## config.mk

```make
export PLATFORM = sky130hd
export DESIGN_NAME = hex_command_frame_decoder
export DESIGN_NICKNAME = d
export VERILOG_FILES = /design/src/hdl/hcfd_pkg.sv /design/src/hdl/hcfd_front.sv /design/src/hdl/hcfd_queue.sv /design/src/hdl/hcfd_back.sv /design/src/hdl/hex_command_frame_decoder.sv
export SDC_FILE = /design/constraint.sdc
export NUM_CORES = 1
export LEC_CHECK = 0
export BUFFER_PORTS_ARGS = -buffer_cell sky130_fd_sc_hd__buf_2
export CAP_MARGIN = 20
export CORE_MARGIN = 4
export CORE_UTILIZATION = 43
export CTS_CLUSTER_SIZE = 12
export DETAILED_ROUTE_END_ITERATION = 10
export GPL_TIMING_DRIVEN = 0
export PLACE_DENSITY = 0.69
export SYNTH_ARGS = -nofsm -noshare
export SYNTH_HDL_FRONTEND = slang
export SYNTH_SLANG_ARGS = --single-unit
```

## constraint.sdc

```tcl
create_clock -name i_clk -period 13.83 [get_ports i_clk]
set_clock_uncertainty 0.2 [all_clocks]
set_input_delay 0.6915 -clock i_clk [delete_from_list [all_inputs] [get_ports i_clk]]
set_output_delay 0.6915 -clock i_clk [all_outputs]
set_load 0.03 [all_outputs]
```

## src/hdl/hcfd_pkg.sv

```systemverilog
package hcfd_pkg;

    localparam logic [7:0] CHAR_OPEN  = 8'h5B;
    localparam logic [7:0] CHAR_CLOSE = 8'h5D;

    localparam int QUEUE_DEPTH = 2;
    localparam int NUM_AXES    = 3;

    localparam logic [23:0] HALF_PERIOD_RESET = 24'd5500;

    localparam logic [3:0] POS_IDLE  = 4'd0;
    localparam logic [3:0] POS_FIRST = 4'd1;
    localparam logic [3:0] POS_LAST  = 4'd8;
    localparam logic [3:0] POS_FULL  = 4'd9;

    localparam logic [7:0] OP_SWITCH_FIRST = 8'd1;
    localparam logic [7:0] OP_DRIVER_ON    = 8'd2;
    localparam logic [7:0] OP_DRIVER_LAST  = 8'd2;
    localparam logic [7:0] OP_SPINDLE_LAST = 8'd4;
    localparam logic [7:0] OP_SWITCH_LAST  = 8'd6;
    localparam logic [7:0] OP_MOVE_FIRST   = 8'd7;
    localparam logic [7:0] OP_MOVE_LAST    = 8'd12;
    localparam logic [7:0] OP_PERIOD_FIRST = 8'd13;
    localparam logic [7:0] OP_PERIOD_LAST  = 8'd15;

    typedef enum logic [1:0] {
        ACT_UNKNOWN,
        ACT_SWITCH,
        ACT_MOVE,
        ACT_PERIOD
    } t_action;

    typedef struct packed {
        logic [7:0]  opcode;
        logic [23:0] arg;
        logic        busy;
    } t_frame;

    // bit 4 set when the character is an upper-case hex digit, value below
    function automatic logic [4:0] hex_digit(input logic [7:0] c);
        logic [4:0] r;
        r = 5'd0;
        case (c) inside
            [8'h30:8'h39]: r = {1'b1, c[3:0]};
            [8'h41:8'h46]: r = {1'b1, 4'(c[3:0] + 4'd9)};
            default:       r = 5'd0;
        endcase
        return r;
    endfunction

endpackage

```

## src/hdl/hcfd_front.sv

```systemverilog
module hcfd_front (
    input  logic               i_clk,
    input  logic               i_rst_n,
    input  logic               i_byte_valid,
    output logic               o_byte_ready,
    input  logic [7:0]         i_byte,
    input  logic               i_busy,
    input  logic               i_queue_full,
    output logic               o_push,
    output hcfd_pkg::t_frame   o_frame
);

    logic [3:0] r_pos;
    logic [3:0] n_pos;
    logic [3:0] r_digit [8];
    logic       wr_en;
    logic [2:0] wr_idx;
    logic [4:0] hex;
    logic       accept;

    assign o_byte_ready = !i_queue_full;
    assign accept       = i_byte_valid && o_byte_ready;
    assign hex          = hcfd_pkg::hex_digit(i_byte);
    assign wr_idx       = 3'(r_pos - hcfd_pkg::POS_FIRST);

    always_comb begin
        n_pos  = r_pos;
        wr_en  = 1'b0;
        o_push = 1'b0;
        if (accept) begin
            case (r_pos) inside
                hcfd_pkg::POS_IDLE: begin
                    if (i_byte == hcfd_pkg::CHAR_OPEN) begin
                        n_pos = hcfd_pkg::POS_FIRST;
                    end
                end
                [hcfd_pkg::POS_FIRST:hcfd_pkg::POS_LAST]: begin
                    if (i_byte == hcfd_pkg::CHAR_OPEN) begin
                        n_pos = hcfd_pkg::POS_FIRST;
                    end else if (hex[4]) begin
                        wr_en = 1'b1;
                        n_pos = 4'(r_pos + 4'd1);
                    end else begin
                        n_pos = hcfd_pkg::POS_IDLE;
                    end
                end
                hcfd_pkg::POS_FULL: begin
                    if (i_byte == hcfd_pkg::CHAR_CLOSE) begin
                        n_pos  = hcfd_pkg::POS_IDLE;
                        o_push = 1'b1;
                    end
                end
                default: begin
                    n_pos = hcfd_pkg::POS_IDLE;
                end
            endcase
        end
    end

    always_ff @(posedge i_clk) begin
        if (!i_rst_n) begin
            r_pos <= hcfd_pkg::POS_IDLE;
        end else begin
            r_pos <= n_pos;
        end
    end

    always_ff @(posedge i_clk) begin
        if (wr_en) begin
            r_digit[wr_idx] <= hex[3:0];
        end
    end

    assign o_frame.opcode = {r_digit[0], r_digit[1]};
    assign o_frame.arg    = {r_digit[6], r_digit[7], r_digit[4], r_digit[5],
                             r_digit[2], r_digit[3]};
    assign o_frame.busy   = i_busy;

endmodule

```

## src/hdl/hcfd_queue.sv

```systemverilog
module hcfd_queue #(
    parameter int DEPTH = hcfd_pkg::QUEUE_DEPTH
) (
    input  logic               i_clk,
    input  logic               i_rst_n,
    input  logic               i_push,
    input  hcfd_pkg::t_frame   i_frame,
    output logic               o_full,
    output logic               o_valid,
    input  logic               i_pop,
    output hcfd_pkg::t_frame   o_frame
);

    localparam int PW = (DEPTH > 1) ? $clog2(DEPTH) : 1;
    localparam int CW = $clog2(DEPTH + 1);

    hcfd_pkg::t_frame r_mem [DEPTH];
    logic [PW-1:0]    r_wr;
    logic [PW-1:0]    r_rd;
    logic [CW-1:0]    r_count;
    logic             do_push;
    logic             do_pop;

    assign o_full  = (r_count == CW'(DEPTH));
    assign o_valid = (r_count != '0);
    assign o_frame = r_mem[r_rd];
    assign do_push = i_push && !o_full;
    assign do_pop  = i_pop && o_valid;

    always_ff @(posedge i_clk) begin
        if (!i_rst_n) begin
            r_wr    <= '0;
            r_rd    <= '0;
            r_count <= '0;
        end else begin
            if (do_push) begin
                r_wr <= (r_wr == PW'(DEPTH - 1)) ? '0 : PW'(r_wr + 1'b1);
            end
            if (do_pop) begin
                r_rd <= (r_rd == PW'(DEPTH - 1)) ? '0 : PW'(r_rd + 1'b1);
            end
            case ({do_push, do_pop})
                2'b10:   r_count <= CW'(r_count + 1'b1);
                2'b01:   r_count <= CW'(r_count - 1'b1);
                default: r_count <= r_count;
            endcase
        end
    end

    always_ff @(posedge i_clk) begin
        if (do_push) begin
            r_mem[r_wr] <= i_frame;
        end
    end

endmodule

```

## src/hdl/hcfd_back.sv

```systemverilog
module hcfd_back (
    input  logic               i_clk,
    input  logic               i_rst_n,
    input  logic               i_valid,
    input  hcfd_pkg::t_frame   i_frame,
    output logic               o_pop,
    output logic               o_valid,
    input  logic               i_ready,
    output logic [7:0]         o_opcode,
    output hcfd_pkg::t_action  o_action,
    output logic [1:0]         o_axis,
    output logic               o_direction,
    output logic [15:0]        o_step_count,
    output logic [23:0]        o_half_period,
    output logic               o_driver_on,
    output logic               o_spindle_on,
    output logic               o_exhaust_on,
    output logic               o_stop_previous,
    output logic               o_ack,
    output logic [23:0]        o_echo_value
);

    logic              r_valid;
    logic              r_drv;
    logic              r_spd;
    logic              r_exh;
    logic [23:0]       r_hp [hcfd_pkg::NUM_AXES];

    logic [7:0]        r_opcode;
    hcfd_pkg::t_action r_action;
    logic [1:0]        r_axis;
    logic              r_dir;
    logic [15:0]       r_steps;
    logic [23:0]       r_half;
    logic              r_stop;
    logic              r_ack;
    logic [23:0]       r_echo;

    logic [7:0]        op;
    logic [7:0]        move_off;
    hcfd_pkg::t_action n_action;
    logic [1:0]        n_axis;
    logic              n_dir;
    logic [15:0]       n_steps;
    logic [23:0]       n_half;
    logic              n_ack;
    logic [23:0]       n_echo;
    logic              n_drv;
    logic              n_spd;
    logic              n_exh;
    logic              hp_wr;

    assign o_pop    = i_valid && (!r_valid || i_ready);
    assign op       = i_frame.opcode;
    assign move_off = 8'(op - hcfd_pkg::OP_MOVE_FIRST);

    always_comb begin
        n_action = hcfd_pkg::ACT_UNKNOWN;
        n_axis   = 2'd0;
        n_dir    = 1'b0;
        n_steps  = 16'd0;
        n_half   = 24'd0;
        n_ack    = 1'b0;
        n_echo   = 24'd0;
        n_drv    = r_drv;
        n_spd    = r_spd;
        n_exh    = r_exh;
        hp_wr    = 1'b0;
        case (op) inside
            [hcfd_pkg::OP_SWITCH_FIRST:hcfd_pkg::OP_SWITCH_LAST]: begin
                n_action = hcfd_pkg::ACT_SWITCH;
                n_ack    = 1'b1;
                if (op <= hcfd_pkg::OP_DRIVER_LAST) begin
                    n_drv = (op == hcfd_pkg::OP_DRIVER_ON);
                end else if (op <= hcfd_pkg::OP_SPINDLE_LAST) begin
                    n_spd = op[0];
                end else begin
                    n_exh = op[0];
                end
            end
            [hcfd_pkg::OP_MOVE_FIRST:hcfd_pkg::OP_MOVE_LAST]: begin
                n_action = hcfd_pkg::ACT_MOVE;
                n_ack    = 1'b1;
                n_axis   = move_off[2:1];
                n_dir    = op[0];
                n_steps  = i_frame.arg[15:0];
                n_half   = r_hp[move_off[2:1]];
                n_echo   = {8'd0, i_frame.arg[15:0]};
            end
            [hcfd_pkg::OP_PERIOD_FIRST:hcfd_pkg::OP_PERIOD_LAST]: begin
                n_action = hcfd_pkg::ACT_PERIOD;
                n_ack    = 1'b1;
                n_axis   = 2'(op - hcfd_pkg::OP_PERIOD_FIRST);
                n_half   = i_frame.arg;
                n_echo   = i_frame.arg;
                hp_wr    = 1'b1;
            end
            default: begin
                n_action = hcfd_pkg::ACT_UNKNOWN;
            end
        endcase
    end

    always_ff @(posedge i_clk) begin
        if (!i_rst_n) begin
            r_valid <= 1'b0;
            r_drv   <= 1'b0;
            r_spd   <= 1'b0;
            r_exh   <= 1'b0;
            for (int i = 0; i < hcfd_pkg::NUM_AXES; i++) begin
                r_hp[i] <= hcfd_pkg::HALF_PERIOD_RESET;
            end
        end else begin
            if (o_pop) begin
                r_valid <= 1'b1;
                r_drv   <= n_drv;
                r_spd   <= n_spd;
                r_exh   <= n_exh;
                if (hp_wr) begin
                    r_hp[n_axis] <= i_frame.arg;
                end
            end else if (i_ready) begin
                r_valid <= 1'b0;
            end
        end
    end

    always_ff @(posedge i_clk) begin
        if (o_pop) begin
            r_opcode <= op;
            r_action <= n_action;
            r_axis   <= n_axis;
            r_dir    <= n_dir;
            r_steps  <= n_steps;
            r_half   <= n_half;
            r_stop   <= i_frame.busy;
            r_ack    <= n_ack;
            r_echo   <= n_echo;
        end
    end

    assign o_valid         = r_valid;
    assign o_opcode        = r_opcode;
    assign o_action        = r_action;
    assign o_axis          = r_axis;
    assign o_direction     = r_dir;
    assign o_step_count    = r_steps;
    assign o_half_period   = r_half;
    assign o_driver_on     = r_drv;
    assign o_spindle_on    = r_spd;
    assign o_exhaust_on    = r_exh;
    assign o_stop_previous = r_stop;
    assign o_ack           = r_ack;
    assign o_echo_value    = r_echo;

endmodule

```

## src/hdl/hex_command_frame_decoder.sv

```systemverilog
// channel  dir  handshake                  payload
// s        in   i_s_tvalid / o_s_tready     tdata[7:0] rx_byte, tuser[0] executor_busy
// m        out  o_m_tvalid / i_m_tready     tdata 80 bits decoded command, tuser[1:0] action
//
// one byte accepted per cycle unless the frame queue is full
// a closing bracket pushes the frame queue; a pop loads the output register
// the input stalls only when the frame queue is full
// a stalled output holds its word; levels and half-periods change as words enter it
// synchronous active-low reset clears frame position, levels and valid, and sets half-periods to their reset value
module hex_command_frame_decoder #(
    parameter int QUEUE_DEPTH = hcfd_pkg::QUEUE_DEPTH
) (
    input  logic        i_clk,
    input  logic        i_rst_n,
    input  logic        i_s_tvalid,
    output logic        o_s_tready,
    input  logic [7:0]  i_s_tdata,   // rx_byte
    input  logic [0:0]  i_s_tuser,   // executor_busy
    output logic        o_m_tvalid,
    input  logic        i_m_tready,
    // opcode[7:0] axis[9:8] direction[10] step_count[26:11] half_period[50:27]
    // driver_on[51] spindle_on[52] exhaust_on[53] stop_previous[54] ack[55]
    // echo_value[79:56]
    output logic [79:0] o_m_tdata,
    output logic [1:0]  o_m_tuser    // action
);

    logic              push;
    logic              q_full;
    logic              q_valid;
    logic              pop;
    hcfd_pkg::t_frame  push_frame;
    hcfd_pkg::t_frame  pop_frame;

    logic [7:0]        opcode;
    hcfd_pkg::t_action action;
    logic [1:0]        axis;
    logic              direction;
    logic [15:0]       step_count;
    logic [23:0]       half_period;
    logic              driver_on;
    logic              spindle_on;
    logic              exhaust_on;
    logic              stop_previous;
    logic              ack;
    logic [23:0]       echo_value;

    hcfd_front u_front (
        .i_clk        (i_clk),
        .i_rst_n      (i_rst_n),
        .i_byte_valid (i_s_tvalid),
        .o_byte_ready (o_s_tready),
        .i_byte       (i_s_tdata),
        .i_busy       (i_s_tuser[0]),
        .i_queue_full (q_full),
        .o_push       (push),
        .o_frame      (push_frame)
    );

    hcfd_queue #(
        .DEPTH (QUEUE_DEPTH)
    ) u_queue (
        .i_clk   (i_clk),
        .i_rst_n (i_rst_n),
        .i_push  (push),
        .i_frame (push_frame),
        .o_full  (q_full),
        .o_valid (q_valid),
        .i_pop   (pop),
        .o_frame (pop_frame)
    );

    hcfd_back u_back (
        .i_clk           (i_clk),
        .i_rst_n         (i_rst_n),
        .i_valid         (q_valid),
        .i_frame         (pop_frame),
        .o_pop           (pop),
        .o_valid         (o_m_tvalid),
        .i_ready         (i_m_tready),
        .o_opcode        (opcode),
        .o_action        (action),
        .o_axis          (axis),
        .o_direction     (direction),
        .o_step_count    (step_count),
        .o_half_period   (half_period),
        .o_driver_on     (driver_on),
        .o_spindle_on    (spindle_on),
        .o_exhaust_on    (exhaust_on),
        .o_stop_previous (stop_previous),
        .o_ack           (ack),
        .o_echo_value    (echo_value)
    );

    assign o_m_tdata = {echo_value, ack, stop_previous, exhaust_on, spindle_on, driver_on,
                        half_period, step_count, direction, axis, opcode};
    assign o_m_tuser = action;

endmodule

```

==> results.md <==
## Floorplan
* 97 — num ports
* 0.439 — starting utilization of the core area
* 59 — # rows
* 172 um — die width
* 29,400 sq um — full die area
* 172 um — height of the die
* 26,200 sq um — core footprint

## CTS
* 0 — number of buffers inserted by post-CTS setup repair
* 0 — cts repair resizes
* sky130_fd_sc_hd__clkbuf_16 — cell chosen for the clock root
* 1 — deepest level of the CTS H-tree
* 3 — Max clock buf depth
* 286 — total clock sinks
* 0 — CTS hold repair buffers
* 0.55 ns — insertion delay of the later-clocked pin in the worst-skew pair
* yes — clock tree from TritonCTS
* 0.06 ns — Clock Pin Slew Worst Setup and Hold Paths
* 29 — number of clock buffers inserted by TritonCTS

## Global routing
* 0.154 — gr usage total
* 0 — gr ovfl total
* 0 — antenna violations before repair
* 35,200 um — global-route wire length before repair
* 63 — maximum number of pins on one net before global-route repair
* 6,299 — vias in the first global route

## STA
* 207 MHz — Max Clock Freq
* 0 — final setup vio count
* false — unrepaired setup endpoints after global routing
* 0 ns — setup tns final
* 0 — Final Max Tran Viols
* 0.340 — Worst slew margin
* 0.962 ns — worst slew pin tran
* 0.132 ns — Min Hold Slack
* 0 — Final Hold Violating Endpoints
* 0.349 — final worst-path cycle share
* 4.83 ns — min Tclk post-route

## Synth
* 0 — share of flip-flops with an asynchronous set or reset
* 746 — number of nets in the synthesized netlist
* 0 — Yosys Warn Count
* 0.736 — post-synthesis sequential area ratio
* 0.0428 — synthesized-area fraction occupied by ao, oa, aoi and oai cells
* 62 — Yosys cell types
* 0.0796 — fraction of synthesized area in multiplexers
* 720 — Gate Count Post-Synth
* 11,500 sq um — netlist area before placement
* 0.00533 — xor and xnor area share after synthesis
* 16.0 sq um — average instance area after synthesis
* 273 — number of enable flip-flop cells after synthesis
* 0.0141 — Synth Area in Adders
* simple AND/OR/NAND/NOR gates — combinational family with the most area after synthesis
* 0.0977 — simple-gate share of the synthesized area
* 286 — number of flip-flops and latches in the synthesized netlist
* sky130_fd_sc_hd__edfxtp_1 — most used flip-flop cell after synthesis

## Worst setup path
* 4.87 ns — CP Data Arrival Time
* flop — crit end category
* u_back.r_hp[0][23] — reg-to-reg endpoint
* 13.88 ns — Required @ worst endpoint
* reg2reg — critical setup path kind
* 13 — Worst Reg-to-Reg Cells
* 9.00 ns — r2r setup slk
* flop — Critical Path Source Type
* 13 — maximum net fanout on the critical path

## Routing
* 22,700 um — Final Routed Wirelength
* 5 — detailed-router iteration count before antenna repair
* 6,298 — number of vias in the routed layout
* 0 — number of antenna-violating nets in the routed design
* 0 — remaining routing DRC violations
* 560 — number of DRC markers in iteration 0
* 18.8 um — average detailed-routed wire length per instance
* 5.21 — vias per std cell

## Placement
* 0.805 — Final GP Congestion
* 96 — Port Buffers
* 15,800 um — HPWL after DPL

## Cells and area
* 273 x sky130_fd_sc_hd__edfxtp_1, 101 x sky130_fd_sc_hd__buf_2, 85 x sky130_fd_sc_hd__nor2_1 — leading cell types in the layout, fill and taps excluded
* 17.2% — Area growth syn-to-layout
* 0.256 — proportion of layout cells with a drive suffix above 1
* 882 — net total in the final layout
* sky130_fd_sc_hd__edfxtp_1 — most common cell after layout, fill and taps aside
* 0.514 — Util after Layout
* 0 — antenna diode count

## Pwr
* 157 nW/um^2 — power density over the cells
* 0.104 mV — largest voltage drop on the vdd net
* 4.60 nW — Leak

## Worst hold path
* in2reg — hold crit path type
* 1 — Hold Path Cell Cnt
* i_s_tuser — Min-Delay Startpoint
* u_queue.r_mem[1][0] — sink of the worst hold path

## Run status
* completed — status

## Run
* 0 — count of maximum capacitance violations

worst max-delay path, stage by stage (launching register included):
cell and delay (ns):
sky130_fd_sc_hd__dfxtp_1 0.33, sky130_fd_sc_hd__clkbuf_1 0.32, sky130_fd_sc_hd__buf_2 0.32, sky130_fd_sc_hd__mux2i_1 0.41, sky130_fd_sc_hd__inv_1 0.19, sky130_fd_sc_hd__ha_1 0.28
sky130_fd_sc_hd__a211oi_1 0.32, sky130_fd_sc_hd__a221oi_1 0.08, sky130_fd_sc_hd__or4_1 0.41, sky130_fd_sc_hd__buf_2 0.18, sky130_fd_sc_hd__buf_2 0.21, sky130_fd_sc_hd__or2_2 0.35
sky130_fd_sc_hd__o21ai_2 0.69, sky130_fd_sc_hd__buf_8 0.24
final cells by class:
class	instances	area [sq um]
Tap cell	335	419
Buffer	37	176
Multi-Input combinational cell	368	2790
Sequential cell	286	8460
Clock buffer	44	802
Clock inverter	5	88.8
Inverter	29	111
Fill cell	2136	12700
Timing Repair Buffer	105	627
state kept, by name, summed over array words and instances (netlist names), 2 cells and up, named ones only:
signal                flops
u_back.r_hp              96
u_queue.r_mem            66
u_front.r_digit          32
u_back.o_echo_value      24
u_back.o_half_period     24
u_back.o_step_count      16
u_back.o_opcode           8
u_front.r_pos             4
u_back.o_action           2
u_back.o_axis             2
u_queue.r_count           2
synthesized netlist by cell type (3+ instances only):
| master | instances | share of area |
|---|---|---|
| sky130_fd_sc_hd__edfxtp_1 | 273 | 0.71 |
| sky130_fd_sc_hd__nor2_1 | 86 | 0.028 |
| sky130_fd_sc_hd__nand2_1 | 49 | 0.016 |
| sky130_fd_sc_hd__inv_1 | 28 | 0.0091 |
| sky130_fd_sc_hd__mux4_2 | 24 | 0.047 |
| sky130_fd_sc_hd__mux2i_1 | 19 | 0.017 |
| sky130_fd_sc_hd__clkbuf_1 | 18 | 0.0059 |
| sky130_fd_sc_hd__o2bb2ai_1 | 16 | 0.012 |
| sky130_fd_sc_hd__mux2_2 | 15 | 0.015 |
| sky130_fd_sc_hd__nor2b_1 | 14 | 0.0076 |
| sky130_fd_sc_hd__dfxtp_1 | 13 | 0.023 |
| sky130_fd_sc_hd__ha_1 | 13 | 0.014 |
| sky130_fd_sc_hd__a21o_1 | 10 | 0.0065 |
| sky130_fd_sc_hd__nor3_1 | 9 | 0.0039 |
| sky130_fd_sc_hd__o21ai_0 | 9 | 0.0039 |
| sky130_fd_sc_hd__a21oi_1 | 8 | 0.0035 |
| sky130_fd_sc_hd__nand3_1 | 7 | 0.0030 |
| sky130_fd_sc_hd__nor2_2 | 7 | 0.0038 |
| sky130_fd_sc_hd__buf_1 | 6 | 0.0020 |
| sky130_fd_sc_hd__buf_4 | 6 | 0.0039 |
| sky130_fd_sc_hd__or2_2 | 6 | 0.0033 |
| sky130_fd_sc_hd__or3_1 | 6 | 0.0033 |
| sky130_fd_sc_hd__buf_2 | 5 | 0.0022 |
| sky130_fd_sc_hd__nand2b_1 | 5 | 0.0027 |
| sky130_fd_sc_hd__xnor2_1 | 5 | 0.0038 |
| sky130_fd_sc_hd__nand3b_1 | 4 | 0.0026 |
| sky130_fd_sc_hd__nand4_1 | 4 | 0.0022 |
| sky130_fd_sc_hd__nor3b_1 | 4 | 0.0026 |
| sky130_fd_sc_hd__a211oi_1 | 3 | 0.0020 |
| sky130_fd_sc_hd__and2_1 | 3 | 0.0016 |
| sky130_fd_sc_hd__nor4_1 | 3 | 0.0016 |
| sky130_fd_sc_hd__or4_1 | 3 | 0.0020 |
layer usage:
metal  routed length [um]  track usage  up-vias
li1                     -            -     2981
met2                11200        0.261      202
met3                 1430       0.0251       28
met4                  354       0.0389        0
met5                    0            0        -
met1                 9700        0.210     3087
through the flow:
| stage | worst slack, ns | cells | area (sq um) | total power, W |
|---|---|---|---|---|
| floorplan | 7.33 | 720 | 11500 | 0.00129 |
| global placement | 4.42 | 1151 | 12400 | 0.00139 |
| detailed placement | 9.00 | 1159 | 12600 | 0.00140 |
| CTS | 8.98 | 1208 | 13500 | 0.00213 |
| global route | 8.77 | 1209 | 13500 | 0.00219 |
| finish | 9.00 | 1209 | 13500 | 0.00211 |
power breakdown:
part	switching [W]	leakage (nW)	internal [W]
clock network	0.000304	0.431	0.000435
registers	0.0000123	2.59	0.00101
logic	0.000242	1.58	0.000108
total	0.000558	4.60	0.00155
how the worst max path moves through the flow:
stage / start / endpoint / slack (ns) / depth (start not counted)
after floorplan: i_m_tready / u_back.r_hp[3][0] / 7.33 / 5
final: flop / u_back.r_hp[0][23] / 9.00 / 13
after CTS: flop / u_back.r_hp[0][21] / 8.98 / 13
after global placement: i_m_tready / u_back.r_hp[3][7] / 4.42 / 6
after detailed placement: flop / u_back.r_hp[0][10] / 9.00 / 13
after global routing: flop / u_back.r_hp[1][17] / 8.77 / 13
cells by family (layout without fill, tap and decap cells):
| group | after synthesis | count (layout) |
|---|---|---|
| AO/OA/AOI/OAI | 66 | 66 |
| XOR/XNOR | 7 | 7 |
| adder cells (fa/ha/maj) | 13 | 13 |
| buffers and inverters | 66 | 220 |
| flip-flops | 286 | 286 |
| multiplexers | 59 | 59 |
| AND/OR/NAND/NOR | 223 | 223 |
Note: power is estimated with default switching activity, not from simulation.
